File: src/design/prd_pkg.sv
// Shared types and constants for the permuted radix digit encoder.
`default_nettype none

package prd_pkg;

  localparam int RESULT_LIMIT = 64;
  localparam int WORD_W       = 16;
  localparam int STEP_W       = 6;

  // Radix-4 iteration counts of the shared divider
  localparam logic [STEP_W-1:0] STEPS_WIDE   = 6'd32;  // full 64-bit dividend
  localparam logic [STEP_W-1:0] STEPS_NARROW = 6'd16;  // 32-bit product in the top half

  localparam logic [1:0] MODE_MIN    = 2'd0;
  localparam logic [1:0] MODE_FIXED  = 2'd1;
  localparam logic [1:0] MODE_PREFIX = 2'd2;

  localparam logic [1:0] ERR_NONE    = 2'd0;
  localparam logic [1:0] ERR_RANGE   = 2'd1;
  localparam logic [1:0] ERR_INVALID = 2'd2;

  localparam logic [1:0] CFG_WORD_COUNT  = 2'd0;
  localparam logic [1:0] CFG_MULTIPLIER  = 2'd1;
  localparam logic [1:0] CFG_DIGIT_COUNT = 2'd2;

  typedef struct packed {
    logic [1:0]  mode;
    logic [63:0] value;
  } in_item_t;

  typedef struct packed {
    logic [WORD_W-1:0] word_index;
    logic              last;
    logic [1:0]        error;
  } out_item_t;

  typedef struct packed {
    logic              start;
    logic [63:0]       dividend;
    logic [WORD_W-1:0] divisor;
    logic [STEP_W-1:0] steps;
  } div_req_t;

  typedef struct packed {
    logic              done;
    logic [63:0]       quotient;
    logic [WORD_W-1:0] remainder;
  } div_rsp_t;

endpackage

`default_nettype wire

File: src/design/prd_div.sv
// Shared iterative divider: 64-bit dividend by 16-bit divisor, two bits per cycle.
`default_nettype none

module prd_div import prd_pkg::*; (
  input  wire logic     clk,
  input  wire logic     rst_n,
  input  wire div_req_t req,
  output div_rsp_t      rsp
);

  logic [63:0]       q_r, q_nxt;
  logic [WORD_W-1:0] rem_r, rem_nxt;
  logic [WORD_W-1:0] dvs_r;
  logic [STEP_W-1:0] cnt_r;
  logic              run_r;
  logic              done_r;

  logic [WORD_W:0] t1, t2, d1, d2;
  logic [WORD_W-1:0] r1;
  logic ge1, ge2;

  // two restoring steps per cycle; remainder always stays below the divisor
  always_comb begin
    t1  = {rem_r, q_r[63]};
    d1  = t1 - {1'b0, dvs_r};
    ge1 = (t1 >= {1'b0, dvs_r});
    r1  = ge1 ? d1[WORD_W-1:0] : t1[WORD_W-1:0];
    t2  = {r1, q_r[62]};
    d2  = t2 - {1'b0, dvs_r};
    ge2 = (t2 >= {1'b0, dvs_r});
    rem_nxt = ge2 ? d2[WORD_W-1:0] : t2[WORD_W-1:0];
    q_nxt   = {q_r[61:0], ge1, ge2};
  end

  always_ff @(posedge clk) begin
    if (!rst_n) begin
      run_r  <= 1'b0;
      done_r <= 1'b0;
      cnt_r  <= '0;
    end else begin
      done_r <= 1'b0;
      if (req.start) begin
        q_r   <= req.dividend;
        rem_r <= '0;
        dvs_r <= req.divisor;
        cnt_r <= req.steps;
        run_r <= 1'b1;
      end else if (run_r) begin
        q_r   <= q_nxt;
        rem_r <= rem_nxt;
        cnt_r <= cnt_r - STEP_W'(1);
        if (cnt_r == STEP_W'(1)) begin
          run_r  <= 1'b0;
          done_r <= 1'b1;
        end
      end
    end
  end

  assign rsp.done      = done_r;
  assign rsp.quotient  = q_r;
  assign rsp.remainder = rem_r;

endmodule

`default_nettype wire

File: src/design/prd_seq.sv
// Digit sequencer: splits the value, holds the digits and emits permuted indexes.
`default_nettype none

module prd_seq import prd_pkg::*; #(
  parameter int LIMIT = 64
) (
  input  wire logic              clk,
  input  wire logic              rst_n,
  input  wire logic [WORD_W-1:0] n,
  input  wire logic [WORD_W-1:0] p,
  input  wire logic [6:0]        digit_count,
  input  wire logic              in_valid,
  output logic                   in_stall,
  input  wire in_item_t          in_data,
  output logic                   out_valid,
  input  wire logic              out_stall,
  output out_item_t              out_data,
  output div_req_t               div_req,
  input  wire div_rsp_t          div_rsp
);

  localparam int AW = $clog2(LIMIT);
  localparam int CW = $clog2(LIMIT + 1);

  typedef enum logic [7:0] {
    S_IDLE = 8'b0000_0001,
    S_DIG  = 8'b0000_0010,
    S_DIV  = 8'b0000_0100,
    S_RD   = 8'b0000_1000,
    S_MUL  = 8'b0001_0000,
    S_MODS = 8'b0010_0000,
    S_MOD  = 8'b0100_0000,
    S_OUT  = 8'b1000_0000
  } state_t;

  state_t            state_r, state_nxt;
  logic [1:0]        mode_r, mode_nxt;
  logic [63:0]       val_r, val_nxt;
  logic [WORD_W-1:0] base_r, base_nxt;
  logic              fixed_r, fixed_nxt;
  logic [CW-1:0]     target_r, target_nxt;
  logic [CW-1:0]     cnt_r, cnt_nxt;
  logic [CW-1:0]     pos_r, pos_nxt;
  logic [31:0]       prod_r, prod_nxt;
  out_item_t         out_r, out_nxt;
  logic [WORD_W-1:0] rd_r;

  logic [WORD_W-1:0] mem [LIMIT];
  logic              we;
  logic [AW-1:0]     wa;
  logic [WORD_W-1:0] wd;
  logic [CW-1:0]     rd_idx;
  logic [AW-1:0]     ra;

  logic [WORD_W-1:0] n_m1, half;
  logic              is_last;
  logic [WORD_W-1:0] dig;
  logic              accept;

  assign accept   = in_valid && (state_r == S_IDLE);
  assign n_m1     = n - WORD_W'(1);
  assign half     = {1'b0, n_m1[WORD_W-1:1]};
  // digits sit least significant first; emission walks them downward
  assign rd_idx   = cnt_r - CW'(1) - pos_r;
  assign ra       = rd_idx[AW-1:0];
  assign is_last  = (pos_r == cnt_r - CW'(1));
  assign dig      = (mode_r == MODE_PREFIX) ? {rd_r[WORD_W-2:0], ~is_last} : rd_r;

  always_comb begin
    state_nxt  = state_r;
    mode_nxt   = mode_r;
    val_nxt    = val_r;
    base_nxt   = base_r;
    fixed_nxt  = fixed_r;
    target_nxt = target_r;
    cnt_nxt    = cnt_r;
    pos_nxt    = pos_r;
    prod_nxt   = prod_r;
    out_nxt    = out_r;
    we         = 1'b0;
    wa         = cnt_r[AW-1:0];
    wd         = val_r[WORD_W-1:0];
    div_req.start    = 1'b0;
    div_req.dividend = val_r;
    div_req.divisor  = base_r;
    div_req.steps    = STEPS_WIDE;

    case (state_r)
      S_IDLE: begin
        if (accept) begin
          mode_nxt   = in_data.mode;
          val_nxt    = in_data.value;
          cnt_nxt    = '0;
          pos_nxt    = '0;
          base_nxt   = n;
          fixed_nxt  = 1'b0;
          target_nxt = digit_count[CW-1:0];
          out_nxt    = '{word_index: '0, last: 1'b1, error: ERR_INVALID};
          state_nxt  = S_OUT;
          case (in_data.mode)
            MODE_MIN: begin
              if (n >= WORD_W'(2)) state_nxt = S_DIG;
            end
            MODE_FIXED: begin
              if (digit_count != 7'd0 && n >= WORD_W'(2)) begin
                if ({1'b0, digit_count} > 8'(LIMIT)) begin
                  out_nxt.error = ERR_RANGE;
                end else begin
                  fixed_nxt = 1'b1;
                  state_nxt = S_DIG;
                end
              end
            end
            MODE_PREFIX: begin
              if (n >= WORD_W'(3)) begin
                base_nxt = half;
                if (half == WORD_W'(1)) begin
                  // unit radix: only zero is representable, as one zero digit
                  if (in_data.value != 64'd0) begin
                    out_nxt.error = ERR_RANGE;
                  end else begin
                    we        = 1'b1;
                    wa        = '0;
                    wd        = '0;
                    cnt_nxt   = CW'(1);
                    state_nxt = S_RD;
                  end
                end else begin
                  state_nxt = S_DIG;
                end
              end
            end
            default: ;
          endcase
        end
      end

      S_DIG: begin
        if (fixed_r) begin
          if (cnt_r == target_r) begin
            if (val_r != 64'd0) begin
              out_nxt   = '{word_index: '0, last: 1'b1, error: ERR_RANGE};
              state_nxt = S_OUT;
            end else begin
              state_nxt = S_RD;
            end
          end else if (val_r < {48'd0, base_r}) begin
            we      = 1'b1;
            cnt_nxt = cnt_r + CW'(1);
            val_nxt = '0;
          end else begin
            div_req.start = 1'b1;
            state_nxt     = S_DIV;
          end
        end else begin
          if (cnt_r >= CW'(LIMIT)) begin
            out_nxt   = '{word_index: '0, last: 1'b1, error: ERR_RANGE};
            state_nxt = S_OUT;
          end else if (val_r < {48'd0, base_r}) begin
            // top digit reached
            we        = 1'b1;
            cnt_nxt   = cnt_r + CW'(1);
            state_nxt = S_RD;
          end else begin
            div_req.start = 1'b1;
            state_nxt     = S_DIV;
          end
        end
      end

      S_DIV: begin
        if (div_rsp.done) begin
          we        = 1'b1;
          wd        = div_rsp.remainder;
          cnt_nxt   = cnt_r + CW'(1);
          val_nxt   = div_rsp.quotient;
          state_nxt = S_DIG;
        end
      end

      S_RD: state_nxt = S_MUL;

      S_MUL: begin
        prod_nxt  = dig * p;
        state_nxt = S_MODS;
      end

      S_MODS: begin
        div_req.start    = 1'b1;
        div_req.dividend = {prod_r, 32'd0};
        div_req.divisor  = n;
        div_req.steps    = STEPS_NARROW;
        state_nxt        = S_MOD;
      end

      S_MOD: begin
        if (div_rsp.done) begin
          out_nxt   = '{word_index: div_rsp.remainder, last: is_last, error: ERR_NONE};
          state_nxt = S_OUT;
        end
      end

      S_OUT: begin
        if (!out_stall) begin
          if (out_r.last) begin
            state_nxt = S_IDLE;
          end else begin
            pos_nxt   = pos_r + CW'(1);
            state_nxt = S_RD;
          end
        end
      end

      default: state_nxt = S_IDLE;
    endcase
  end

  always_ff @(posedge clk) begin
    if (!rst_n) begin
      state_r <= S_IDLE;
      cnt_r   <= '0;
      pos_r   <= '0;
    end else begin
      state_r <= state_nxt;
      cnt_r   <= cnt_nxt;
      pos_r   <= pos_nxt;
    end
  end

  always_ff @(posedge clk) begin
    mode_r   <= mode_nxt;
    val_r    <= val_nxt;
    base_r   <= base_nxt;
    fixed_r  <= fixed_nxt;
    target_r <= target_nxt;
    prod_r   <= prod_nxt;
    out_r    <= out_nxt;
  end

  // digit store: one write port, registered read
  always_ff @(posedge clk) begin
    if (we) mem[wa] <= wd;
    rd_r <= mem[ra];
  end

  assign in_stall  = (state_r != S_IDLE);
  assign out_valid = (state_r == S_OUT);
  assign out_data  = out_r;

  a_err_is_last: assert property (@(posedge clk) disable iff (!rst_n)
    out_valid && (out_data.error != ERR_NONE) |-> out_data.last)
    else $error("error result without last");

  a_cnt_bound: assert property (@(posedge clk) disable iff (!rst_n)
    cnt_r <= CW'(LIMIT))
    else $error("digit count beyond store depth");

  a_pos_bound: assert property (@(posedge clk) disable iff (!rst_n)
    out_valid && (out_data.error == ERR_NONE) |-> pos_r < cnt_r)
    else $error("emit position past held digits");

  a_div_owner: assert property (@(posedge clk) disable iff (!rst_n)
    div_rsp.done |-> (state_r == S_DIV) || (state_r == S_MOD))
    else $error("divider finished with no waiting state");

endmodule

`default_nettype wire

File: src/design/permuted_radix_digit_encoder.sv
// Permuted radix digit encoder top level: configuration registers and unit hookup.
//
// Usage: one input transfer (in_valid/in_stall, in_data = mode, value) produces one
// or more result transfers (out_valid/out_stall, out_data = word_index, last, error),
// most significant digit first; the final result of an item has last set. An error
// item yields a single result with last set and word_index zero.
// Configuration (cfg_valid/cfg_ready, cfg_index, cfg_data) is always ready: index 0 word
// count N, 1 multiplier p, 2 digit count. The user must write it between items; the
// block does not enforce this. Timing: one item at a time; in_stall is high from
// acceptance until the last result is taken. The shared divider retires two quotient
// bits per cycle. A digit split off a value not below the radix goes through the divider,
// a digit below the radix is written directly, and each emitted digit goes through read,
// multiply, 32-bit modulo and output, plus any receiver stall. A fixed-mode value that
// does not fit splits every configured digit off through the divider before its error.
// A stalled result holds in the output register and the block waits.
// Reset (rst_n low at a clock edge, synchronous) returns to idle with N = 2, p = 1
// and digit count 1; the digit store needs no clearing.
`default_nettype none

module permuted_radix_digit_encoder import prd_pkg::*; #(
  parameter int MAX_DIGITS = 64,
  parameter int INDEX_BITS = 16
) (
  input  wire logic              clk,
  input  wire logic              rst_n,
  input  wire logic              in_valid,
  output logic                   in_stall,
  input  wire in_item_t          in_data,
  output logic                   out_valid,
  input  wire logic              out_stall,
  output out_item_t              out_data,
  input  wire logic              cfg_valid,
  output logic                   cfg_ready,
  input  wire logic [1:0]        cfg_index,
  input  wire logic [WORD_W-1:0] cfg_data
);

  localparam int LIMIT = (MAX_DIGITS < RESULT_LIMIT) ? MAX_DIGITS : RESULT_LIMIT;
  localparam logic [WORD_W-1:0] N_MASK = (INDEX_BITS >= WORD_W) ? {WORD_W{1'b1}} :
                                         WORD_W'((32'd1 << INDEX_BITS) - 32'd1);

  logic [WORD_W-1:0] word_count_r;
  logic [WORD_W-1:0] multiplier_r;
  logic [6:0]        digit_count_r;
  logic [WORD_W-1:0] n_eff;

  div_req_t div_req;
  div_rsp_t div_rsp;

  assign cfg_ready = 1'b1;
  assign n_eff     = word_count_r & N_MASK;

  always_ff @(posedge clk) begin
    if (!rst_n) begin
      word_count_r  <= WORD_W'(2);
      multiplier_r  <= WORD_W'(1);
      digit_count_r <= 7'd1;
    end else if (cfg_valid && cfg_ready) begin
      case (cfg_index)
        CFG_WORD_COUNT:  word_count_r  <= cfg_data;
        CFG_MULTIPLIER:  multiplier_r  <= cfg_data;
        CFG_DIGIT_COUNT: digit_count_r <= cfg_data[6:0];
        default: ;
      endcase
    end
  end

  prd_seq #(
    .LIMIT(LIMIT)
  ) u_seq (
    .clk         (clk),
    .rst_n       (rst_n),
    .n           (n_eff),
    .p           (multiplier_r),
    .digit_count (digit_count_r),
    .in_valid    (in_valid),
    .in_stall    (in_stall),
    .in_data     (in_data),
    .out_valid   (out_valid),
    .out_stall   (out_stall),
    .out_data    (out_data),
    .div_req     (div_req),
    .div_rsp     (div_rsp)
  );

  prd_div u_div (
    .clk   (clk),
    .rst_n (rst_n),
    .req   (div_req),
    .rsp   (div_rsp)
  );

endmodule

`default_nettype wire
File: config.mk
export PLATFORM = sky130hd
export DESIGN_NAME = permuted_radix_digit_encoder
export DESIGN_NICKNAME = d
export VERILOG_FILES = /design/src/design/prd_pkg.sv /design/src/design/prd_div.sv /design/src/design/prd_seq.sv /design/src/design/permuted_radix_digit_encoder.sv
export SDC_FILE = /design/constraint.sdc
export NUM_CORES = 2
export LEC_CHECK = 0
export ABC_AREA = 1
export BUFFER_PORTS_ARGS = -buffer_cell sky130_fd_sc_hd__buf_2
export CAP_MARGIN = 30
export CORE_UTILIZATION = 50
export DETAILED_ROUTE_END_ITERATION = 6
export PLACE_DENSITY_LB_ADDON = 0.1
export SLEW_MARGIN = 15
export SYNTH_ARGS = -nofsm -noshare
export SYNTH_HDL_FRONTEND = slang
export SYNTH_HIERARCHICAL = 1
export SYNTH_SLANG_ARGS = --single-unit
File: constraint.sdc
create_clock -name clk -period 8.1 [get_ports clk]
set_input_delay 0.81 -clock clk [delete_from_list [all_inputs] [get_ports clk]]
set_output_delay 0.81 -clock clk [all_outputs]
set_load 0.01 [all_outputs]
==> summary.md <==
| Metric | Value |
|---|---|
| Status | `finished, violations left` |
| Failing checks | `DRC` |
| Clk slew on worst S/H paths | `0.07 ns` |
| DRT iter0 DRCs | `5268` |
| Vias | `48300` |
| Drt drc | `21` |
| Mux share of post-synthesis cell area | `0.0299%` |
| GR Util All Layers | `29.0%` |
| CP arrival | `7.71 ns` |
| Final nets | `6870` |
| CP Launch Point | `u_seq/cnt_r[0]` |
| GR Overflow Total | `0` |
| # port buffers | `109` |
| Share of layout cells above drive strength 1 | `8.43%` |
| First-pass GRT wire length | `294 mm` |
| Ys Warns | `6` |
| ANT nets after route | `0` |
| Fin crit share | `89.0%` |
| Die width | `368 um` |
| Via density | `5.83` |
| Root Driver | `clkbuf_16` |
| Fin Clk Skew | `0.0330 ns` |
| DR pass1 iterations | `7` |
| Worst Hold Class | `input pin to flop` |
| Hold Path End | `multiplier_r[10]` |
| Critical path launch point type | `flop` |
| Largest net degree at the start of global routing | `163` |
| Fin cells | `8287` |
| Post-synthesis sequential area ratio | `59.2%` |
| Cts-stage hold buffer count | `0` |
| Top delay family on crit path | `adder cells` |
| Clock Path Buffers | `3` |
| Final HPWL DP | `125 mm` |
| Core ar. | `0.132 mm2` |
| DP Cell Count | `8023` |
| RePlAce Congestion | `0.969` |
| Final setup TNS | `0 ns` |
| IO Pins | `111` |
| Cell count of the worst hold path | `3` |
| Req. time, crit path | `8.61 ns` |
| Maxcap violations | `0` |
| Multi-input gate area | `0.0239 mm2` |
| Syn Std Cell Area | `0.0669 mm2` |
| Crit-path max cell delay | `0.51 ns` |
| Setup violators final | `0` |
| Worst hold slack | `0.290 ns` |
| Worst Path Max Fanout | `13` |
| Main combinational cell family by area after synthesis | `simple AND/OR/NAND/NOR gates` |
| Synth Area in Compound Gates | `10.4%` |
| R2r endpoint | `u_seq/prod_r[28]` |
| Max Freq | `139 MHz` |
| Slew margin rel. | `33.2%` |
| Simple-gate share of the synthesized area | `14.6%` |
| Sink Count | `1346` |
| # H-tree levels | `4` |
| Worst setup EP type | `flop` |
| Antenna violations before repair | `10` |
| Postcts setup bufs | `0` |
| Max-slew violation count | `0` |
| CTS tree | `built` |
| Initial Utilization | `50.6%` |
| Routed wire per std cell | `23.8 um` |
| Static Leak | `0.0281 uW` |
| Resize count post-CTS | `0` |
| Hold wc startpoint | `cfg_data[10]` |
| CP bufs+invs | `8` |
| FF-to-FF Start | `u_seq/cnt_r[0]` |
| Critical path class | `flop to flop` |
| Vias in the first global route | `46100` |
| Post-synthesis xor/xnor area fraction | `0.943%` |
| Maximum vdd ir drop | `0.906 mV` |
| Synth Register Bits | `1346` |
| R2R depth | `30` |
| Top_reg_cell synth | `edfxtp_1` |
| Routed wire length | `197 mm` |
| Power Density | `441 mW/mm2` |
| Slowest stage cell on the critical path | `fa_1` |
| FILL cells | `11400` |
| Final core occ | `56.3%` |
| Register Area | `0.0396 mm2` |
| Commonest non-fill, non-tap cell in the layout | `edfxtp_1` |
| Latest clock arrival within the worst-skew pair | `0.78 ns` |
| CP Depth | `30` |
| Tmin final | `7.21 ns` |
| Die area | `0.135 mm2` |
| Setup slack, reg-to-reg | `0.89 ns` |
| Synth Area per Inst | `10.5 um2` |
| Synth unique cells | `56` |
| Die H | `368 um` |
| Post-Syn Instances | `6352` |
| Post-synth EDFFs | `1261` |
| Core Rows | `133` |
| Most frequent cells in the layout | `edfxtp_1 (1261), nand2_1 (1035), nor2_1 (889)` |
| Adder-cell share of the synthesized area | `9.04%` |
| CTS buffer count | `145` |
| Final count of hold timing violations | `0` |
| Async S/R FF share, synth | `0%` |
| Unrepaired setup endpoints after global routing | `false` |
| Worst-Margin Slew | `1.00 ns` |
| Area grow syn2layout | `11.3%` |
==> power by group <==
| group | total [uW] | switching [uW] | internal, uW |
|---|---|---|---|
| Combinational | 16200 | 12100 | 4110 |
| Sequential | 10200 | 249 | 9990 |
| Clock | 6350 | 2720 | 3640 |
==> worst max-delay path by stage <==
| stage | slack (ns) | endpoint |
|---|---|---|
| finish | 0.89 | u_seq/prod_r[28] |
| global route | 0.34 | u_seq/prod_r[28] |
| CTS | 0.89 | u_seq/prod_r[28] |
| detailed placement | 0.90 | u_seq/prod_r[28] |
| global placement | 0.98 | u_seq/prod_r[28] |
| floorplan | 1.44 | u_seq/val_r[0] |
==> sequential cells by signal (all words and copies together) (netlist names) <==
| register | count |
|---|---|
| u_div/cnt_r | 6 |
| multiplier_r | 16 |
| u_div/done_r | 1 |
| u_seq/cnt_r | 7 |
| u_seq/base_r | 16 |
| u_seq/mode_r | 2 |
| digit_count_r | 7 |
| u_seq/mem | 1024 |
| u_seq/fixed_r | 1 |
| u_seq/val_r | 64 |
| u_seq/pos_r | 7 |
| u_div/q_r | 64 |
| u_seq/state_r | 8 |
| u_div/run_r | 1 |
| u_seq/target_r | 7 |
| u_seq/rd_r | 16 |
| n_eff | 16 |
| u_div/dvs_r | 16 |
| u_seq/out_data | 19 |
| u_seq/prod_r | 32 |
| u_div/rem_r | 16 |
==> area by class of cell <==
type / count / share of cell area [%]
well taps: 1755 / 2.95
inverters: 659 / 3.35
clock buffers: 194 / 5.29
diodes: 5 / 0.0168
multi-input cells: 4011 / 32.1
flip-flops and latches: 1346 / 53.2
clock inverters: 64 / 0.745
repair buffers: 253 / 2.38
==> worst reg2reg max path, delay by kind of cell, from the launching register on <==
family	cells	cell delay [ns]
flip-flops	1	0.31
AO/OA/AOI/OAI	2	0.22
adder cells (fa/ha/maj)	9	3.90
buffers and inverters	8	0.97
XOR/XNOR	2	0.32
AND/OR/NAND/NOR	9	1.27
==> per-stage QoR <==
| step | total power (uW) | worst slack (ns) | cell area [um2] |
|---|---|---|---|
| global route | 34400 | 0.335 | 74400 |
| finish | 32800 | 0.894 | 74400 |
| detailed placement | 26300 | 0.902 | 69900 |
| global placement | 26200 | 0.980 | 69800 |
| CTS | 32700 | 0.894 | 74300 |
| floorplan | 19900 | 1.44 | 66900 |
==> synthesized netlist by cell type, drive strengths merged, types with 49 or more instances <==
library cell  count  area (um2)
fa              197        3940
buf              63         334
inv             653        2450
nor2            909        3480
a21oi           154         778
o221ai          145        1270
dfxtp            85        1700
clkbuf          276        1040
ha              168        2100
xor2             49         429
nand3           253        1350
edfxtp         1261       37900
o21ai           694        3480
o22ai           119         744
nand2          1047        3970
nand4            68         477
==> logic make-up (layout without fill, tap and decap cells) <==
family,count (synthesis),in the layout
compound gates,1206,1206
xor+xnor,72,72
fa+ha+maj,365,365
buf+inv,998,1170
flops,1346,1346
mux,2,2
other cells,2,10
simple gates,2361,2361
==> metal layers <==
layer  vias to the layer above  global-route usage [%]  routed length [um]
li1                      22000                       -                   -
met1                     23900                    42.7               86600
met2                      2058                    43.9               88300
met3                       302                    4.72               16200
met4                         4                    9.37                5910
met5                         -                       0                  25
(Power assumes the default switching activity.)
